**src/design/pse_pkg.sv**
```systemverilog
// ============================================================================
// pse_pkg
// Shared widths, command codes and status codes of the postfix evaluator.
// ============================================================================
package pse_pkg;

  localparam int STACK_DEPTH = 64;
  localparam int DATA_WIDTH  = 32;

  localparam int ADDR_W = $clog2(STACK_DEPTH);
  localparam int CNT_W  = $clog2(STACK_DEPTH + 1);
  localparam int DIV_CNT_W = $clog2(DATA_WIDTH);

  localparam int NUMBER_W = 32;
  localparam int TOP_W    = 32;
  localparam int CMD_W    = 3;
  localparam int STATUS_W = 3;
  localparam int OUT_TDATA_W = ((TOP_W + STATUS_W + 7) / 8) * 8;
  localparam int OUT_PAD_W   = OUT_TDATA_W - TOP_W - STATUS_W;

  localparam logic [CMD_W-1:0] CMD_PUSH = 3'd0;
  localparam logic [CMD_W-1:0] CMD_ADD  = 3'd1;
  localparam logic [CMD_W-1:0] CMD_SUB  = 3'd2;
  localparam logic [CMD_W-1:0] CMD_MUL  = 3'd3;
  localparam logic [CMD_W-1:0] CMD_DIV  = 3'd4;
  localparam logic [CMD_W-1:0] CMD_END  = 3'd5;

  localparam logic [STATUS_W-1:0] STAT_OK        = 3'd0;
  localparam logic [STATUS_W-1:0] STAT_UNDERFLOW = 3'd1;
  localparam logic [STATUS_W-1:0] STAT_FULL      = 3'd2;
  localparam logic [STATUS_W-1:0] STAT_ARITH     = 3'd3;
  localparam logic [STATUS_W-1:0] STAT_EMPTY     = 3'd4;

endpackage

```
**src/design/postfix_stack_evaluator.sv**
```systemverilog
// ============================================================================
// postfix_stack_evaluator
// Integer postfix expression evaluator on a bounded operand stack.
// ============================================================================
// One token is taken per transfer on the s_ side. A push, or an operator
// with too few operands, leaves the input open for the next token. Add,
// subtract and multiply fetch both operands, compute and write back; divide
// fetches both operands, runs DATA_WIDTH steps of the restoring divider,
// fixes the sign and writes back; a divide by zero or of the most negative
// value by minus one ends after the fetch. An end token waits for the m_ side
// to take the previous result. The operand stack is a single-port-read memory,
// so the two operands of an operator are fetched in consecutive cycles. A
// result transfer on the m_ side is produced only by the end token; tokens
// that make no result can still be taken while a result waits on the m_ side.
module postfix_stack_evaluator
  import pse_pkg::*;
(
  input  logic                    clk,
  input  logic                    rst,
  input  logic                    s_tvalid,
  output logic                    s_tready,
  input  logic [NUMBER_W-1:0]     s_tdata,   // [31:0] number
  input  logic [CMD_W-1:0]        s_tuser,   // [2:0] cmd
  output logic                    m_tvalid,
  input  logic                    m_tready,
  output logic [OUT_TDATA_W-1:0]  m_tdata    // [31:0] top_value, [34:32] status
);

  typedef enum logic [3:0] {
    S_IDLE, S_FETCH, S_EXEC, S_DIV, S_NEG, S_WRITE, S_END_OUT
  } state_t;

  localparam logic [DATA_WIDTH-1:0] DMIN = {1'b1, {(DATA_WIDTH-1){1'b0}}};

  state_t                  state;
  logic [CNT_W-1:0]        count;
  logic [STATUS_W-1:0]     err;
  logic [CMD_W-1:0]        op;
  logic [DATA_WIDTH-1:0]   op_x;
  logic [DATA_WIDTH-1:0]   res;
  logic [DATA_WIDTH-1:0]   rem;
  logic [DATA_WIDTH-1:0]   quo;
  logic [DATA_WIDTH-1:0]   dvs;
  logic                    neg;
  logic [DIV_CNT_W-1:0]    div_cnt;

  logic [DATA_WIDTH-1:0]   mem [STACK_DEPTH];
  logic [DATA_WIDTH-1:0]   rdata;
  logic [ADDR_W-1:0]       raddr;
  logic                    we;
  logic [ADDR_W-1:0]       waddr;
  logic [DATA_WIDTH-1:0]   wdata;

  logic                    accept;
  logic [DATA_WIDTH-1:0]   push_val;
  logic [DATA_WIDTH-1:0]   y_mag;
  logic [DATA_WIDTH-1:0]   x_mag;
  logic [DATA_WIDTH:0]     rem_sh;
  logic [DATA_WIDTH:0]     diff;
  logic                    full;
  logic                    short;
  logic [STATUS_W-1:0]     end_status;

  assign s_tready = (state == S_IDLE);
  assign accept   = s_tvalid && s_tready;
  assign push_val = DATA_WIDTH'($signed(s_tdata));
  assign full     = (count >= CNT_W'(STACK_DEPTH));
  assign short    = (count < CNT_W'(2));

  assign raddr = (state == S_FETCH) ? ADDR_W'(count - CNT_W'(2))
                                    : ADDR_W'(count - CNT_W'(1));

  assign y_mag = rdata[DATA_WIDTH-1] ? (~rdata + DATA_WIDTH'(1)) : rdata;
  assign x_mag = op_x[DATA_WIDTH-1] ? (~op_x + DATA_WIDTH'(1)) : op_x;

  assign rem_sh = {rem[DATA_WIDTH-1:0], quo[DATA_WIDTH-1]};
  assign diff   = rem_sh - {1'b0, dvs};

  assign end_status = (err != STAT_OK) ? err : STAT_EMPTY;

  always_comb begin
    we    = 1'b0;
    waddr = ADDR_W'(count);
    wdata = push_val;
    if (state == S_IDLE && accept && s_tuser == CMD_PUSH && !full) begin
      we = 1'b1;
    end else if (state == S_WRITE) begin
      we    = 1'b1;
      waddr = ADDR_W'(count - CNT_W'(2));
      wdata = res;
    end
  end

  always_ff @(posedge clk) begin
    if (we) begin
      mem[waddr] <= wdata;
    end
    rdata <= mem[raddr];
  end

  always_ff @(posedge clk) begin
    if (rst) begin
      state    <= S_IDLE;
      count    <= '0;
      err      <= STAT_OK;
      m_tvalid <= 1'b0;
    end else begin
      if (m_tvalid && m_tready && state != S_END_OUT) begin
        m_tvalid <= 1'b0;
      end
      unique case (state)
        S_IDLE: begin
          if (accept) begin
            op <= s_tuser;
            unique case (s_tuser)
              CMD_PUSH: begin
                if (full) begin
                  if (err == STAT_OK) err <= STAT_FULL;
                end else begin
                  count <= count + CNT_W'(1);
                end
              end
              CMD_ADD, CMD_SUB, CMD_MUL, CMD_DIV: begin
                if (short) begin
                  if (err == STAT_OK) err <= STAT_UNDERFLOW;
                end else begin
                  state <= S_FETCH;
                end
              end
              CMD_END: state <= S_END_OUT;
              default: ;
            endcase
          end
        end
        S_FETCH: begin
          op_x  <= rdata;
          state <= S_EXEC;
        end
        S_EXEC: begin
          unique case (op)
            CMD_ADD: begin
              res   <= rdata + op_x;
              state <= S_WRITE;
            end
            CMD_SUB: begin
              res   <= rdata - op_x;
              state <= S_WRITE;
            end
            CMD_MUL: begin
              res   <= DATA_WIDTH'(rdata * op_x);
              state <= S_WRITE;
            end
            default: begin
              if (op_x == '0 || (rdata == DMIN && op_x == '1)) begin
                if (err == STAT_OK) err <= STAT_ARITH;
                state <= S_IDLE;
              end else begin
                rem     <= '0;
                quo     <= y_mag;
                dvs     <= x_mag;
                neg     <= rdata[DATA_WIDTH-1] ^ op_x[DATA_WIDTH-1];
                div_cnt <= DIV_CNT_W'(DATA_WIDTH - 1);
                state   <= S_DIV;
              end
            end
          endcase
        end
        S_DIV: begin
          if (!diff[DATA_WIDTH]) begin
            rem <= diff[DATA_WIDTH-1:0];
            quo <= {quo[DATA_WIDTH-2:0], 1'b1};
          end else begin
            rem <= rem_sh[DATA_WIDTH-1:0];
            quo <= {quo[DATA_WIDTH-2:0], 1'b0};
          end
          div_cnt <= div_cnt - DIV_CNT_W'(1);
          if (div_cnt == '0) begin
            state <= S_NEG;
          end
        end
        S_NEG: begin
          res   <= neg ? (~quo + DATA_WIDTH'(1)) : quo;
          state <= S_WRITE;
        end
        S_WRITE: begin
          count <= count - CNT_W'(1);
          state <= S_IDLE;
        end
        S_END_OUT: begin
          if (!m_tvalid || m_tready) begin
            m_tvalid <= 1'b1;
            if (count == '0) begin
              m_tdata <= {{OUT_PAD_W{1'b0}}, end_status, {TOP_W{1'b0}}};
            end else begin
              m_tdata <= {{OUT_PAD_W{1'b0}}, err, TOP_W'(rdata)};
            end
            err   <= STAT_OK;
            state <= S_IDLE;
          end
        end
        default: state <= S_IDLE;
      endcase
    end
  end

endmodule

```
**config.mk**
```make
export PLATFORM = sky130hd
export DESIGN_NAME = postfix_stack_evaluator
export DESIGN_NICKNAME = d
export VERILOG_FILES = /design/src/design/pse_pkg.sv /design/src/design/postfix_stack_evaluator.sv
export SDC_FILE = /design/constraint.sdc
export NUM_CORES = 2
export LEC_CHECK = 0
export BUFFER_PORTS_ARGS = -buffer_cell sky130_fd_sc_hd__buf_2
export CORE_MARGIN = 10
export CORE_UTILIZATION = 45
export DETAILED_ROUTE_END_ITERATION = 10
export SYNTH_ARGS = -nofsm -noshare
export SYNTH_HDL_FRONTEND = slang
export SYNTH_SLANG_ARGS = --single-unit
```
**constraint.sdc**
```tcl
create_clock -name clk -period 9 [get_ports clk]
set_input_delay 1.8 -clock clk [delete_from_list [all_inputs] [get_ports clk]]
set_output_delay 1.8 -clock clk [all_outputs]
set_load 0.05 [all_outputs]
```
==> results_dict.tcl <==
set metrics [dict create \
    grt_overflow 0 \
    fin_tns_setup_ns 0 \
    crit_type "reg -> reg" \
    yosysUniqueCellTypes 68 \
    period_minus_slack_ns 8.09 \
    place_congestion 0.904 \
    die_area_sq_um 265000 \
    drive_above_1_share_pct 18.1 \
    syn_inst 6815 \
    cts_sinks 2297 \
    cts_hold_buffers 0 \
    synth.most_common_cell "edfxtp_1" \
    synth_area_leaders "edfxtp_1 61%, mux4_2 11%, fa_1 7.5%" \
    wl_per_cell_um 29.7 \
    start_kind "flop" \
    grt_pass1_wl_mm 445 \
    worstPathArrival_ns 8.66 \
    worstHoldStart "err[1]" \
    routed-via-count 60400 \
    synth-edff-count 2252 \
    syn2layout_area_growth_pct 11.4 \
    synth_top_flop_cell "edfxtp_1" \
    cts_tree "done" \
    yosys.area.top_type "edfxtp_1" \
    io_pins 81 \
    critPathRequiredTime_ns 9.57 \
    grt_pass1_vias 61500 \
    rows 181 \
    initial_core_util_pct 45.2 \
    io_buffers 75 \
    core_region_area_sq_um 243000 \
    nFillCells 20000 \
    die_w_um 515 \
    cts-buffers-inserted 229 \
    max_slew_margin_pct 16.7 \
    drt-total-wl_mm 307 \
    skew_ns 0.0710 \
    dr.pass1.iters 7 \
    tightest_slew_ns 1.25 \
    stdcell_area_sq_um 123000 \
    seq_area_sq_um 68500 \
    clk_latency_ns 0.89 \
    ant_nets 0 \
    yosysWarnings 0 \
    path_clk_slew_ns 0.06 \
    cts_resized 0 \
    cts_htree_levels 4 \
    grt_max_degree 134 \
    postSynthRegisterBits 2297 \
    first_iter_violations 6031 \
    status "finished clean" \
    multiInputGateArea_sq_um 39100 \
    hold_path.class "reg -> reg" \
    hpwl_mm 188 \
    cts_setup_buffers 0 \
    seq_area_frac_synth_pct 62.2 \
    drc 0 \
    critPathLaunch "rdata[12]" \
    regToRegStartpoint "rdata[12]" \
    syn-cell-area_sq_um 110000 \
    endpoint_kind "flop" \
    setup_violations 0 \
    rsz0062_at_grt "false" \
    antenna_found_initial 17 \
    synth_top_area_share_pct 61.4 \
    fmax_ghz 0.124 \
    maxSlewViolCount 0 \
    nNetsFinal 7590 \
    track_usage_pct 23.0 \
    postSynthAreaPerCell_sq_um 16.2 \
    cts_root_buffer "clkbuf_16" \
    via_per_inst 5.85 \
    hold_viol_final 0 \
    die_h_um 515 \
    clockBufferDepth 3 \
    worstPathMaxFanout 18 \
    fin_crit_sh_pct 89.9 \
    placed_area_sq_um 115000 \
    ys_top_cells_by_count "2252 x edfxtp_1, 544 x mux4_2, 495 x nand2_1" \
    maxCapViolCount 0 \
    async_reset_ff_share_pct 0 \
]
==> stage by stage <==
step | setup slack [ns] | std cells | utilization (%) | hold WS [ns]
floorplan | 1.08 | 6819 | - | 0.406
detailed placement | 1.10 | 9915 | 47.4 | 0.526
finish | 0.910 | 10300 | 50.4 | 0.533
global placement | 1.18 | 9915 | 47.4 | 0.514
global route | 0.538 | 10300 | 50.4 | 0.542
CTS | 1.05 | 10300 | 50.4 | 0.527
==> sequential cells by signal, summed over array words and instances, names as in the netlist <==
signal    flops
rdata        32
res          32
err           2
mem        2048
count         7
quo          32
neg           1
op            3
state         3
op_x         32
dvs          32
div_cnt       5
m_tdata      35
m_tvalid      1
rem          32
==> cell families after synthesis <==
logic type	synth area share, %
adder cells (fa/ha/maj)	9.70
AND/OR/NAND/NOR	6.38
flip-flops	62.2
buffers and inverters	2.90
AO/OA/AOI/OAI	4.10
multiplexers	12.6
XOR/XNOR	2.11
other	0.00341
==> layer usage <==
metal	up-vias	track usage (%)	routed length [um]
li1	25700	-	-
met1	31900	31.7	126000
met2	2280	36.8	146000
met3	528	4.42	22500
met4	12	8.06	12100
met5	-	0.270	172
==> critical path: stages, from the launching register on <==
cell and delay, ns:
dfxtp_1 0.90, and2_1 0.27, fa_1 0.47, fa_1 0.51, fa_1 0.52, inv_1 0.05
fa_1 0.48, inv_1 0.06, fa_1 0.50, inv_1 0.06, fa_1 0.53, inv_1 0.05
fa_1 0.50, fa_1 0.42, ha_1 0.37, a211oi_1 0.28, nand2_1 0.08, a211oi_1 0.30
a21oi_1 0.21, a211oi_1 0.45, o21ai_0 0.19, xnor2_1 0.20, nor2_1 0.07, a311oi_1 0.28
a21oi_1 0.06
==> path summary, 6_finish.rpt <==
| kind | endpoint | slack [ns] | cells past startpoint |
|---|---|---|---|
| setup / recovery | res[25] | 0.91 | 24 |
| setup reg to reg | res[25] | 0.91 | 24 |
| hold reg to reg | m_tdata[33] | 0.53 | 0 |
| hold / removal | m_tdata[33] | 0.53 | 0 |
==> placed cells by master, fill, tap and decap left out, types with 49 or more instances in the layout <==
master        n
nor2_4       65
a211oi_1    161
clkinv_1     57
o21ai_0     124
a21o_1       53
mux4_2      544
and2_1      345
buf_4       203
edfxtp_1   2252
nor2_1      132
xnor2_1     146
nor2b_1     147
inv_1       429
ha_1        197
clkinv_2     49
mux2i_1     157
nand2_1     463
a21oi_1     239
buf_2        75
clkbuf_16   231
xor2_1      114
fa_1        410
==> layout make-up <==
class,count,area share (%)
well taps,3202,3.26
repair buffers,291,1.76
flip-flops and latches,2297,55.8
inverters,429,1.31
clock buffers,273,4.85
clock inverters,144,1.11
multi-input cells,3696,31.8
diodes,9,0.0184
Power is not shown: default switching activity piles up to over one toggle a cycle in this logic, so the estimate is an artifact.
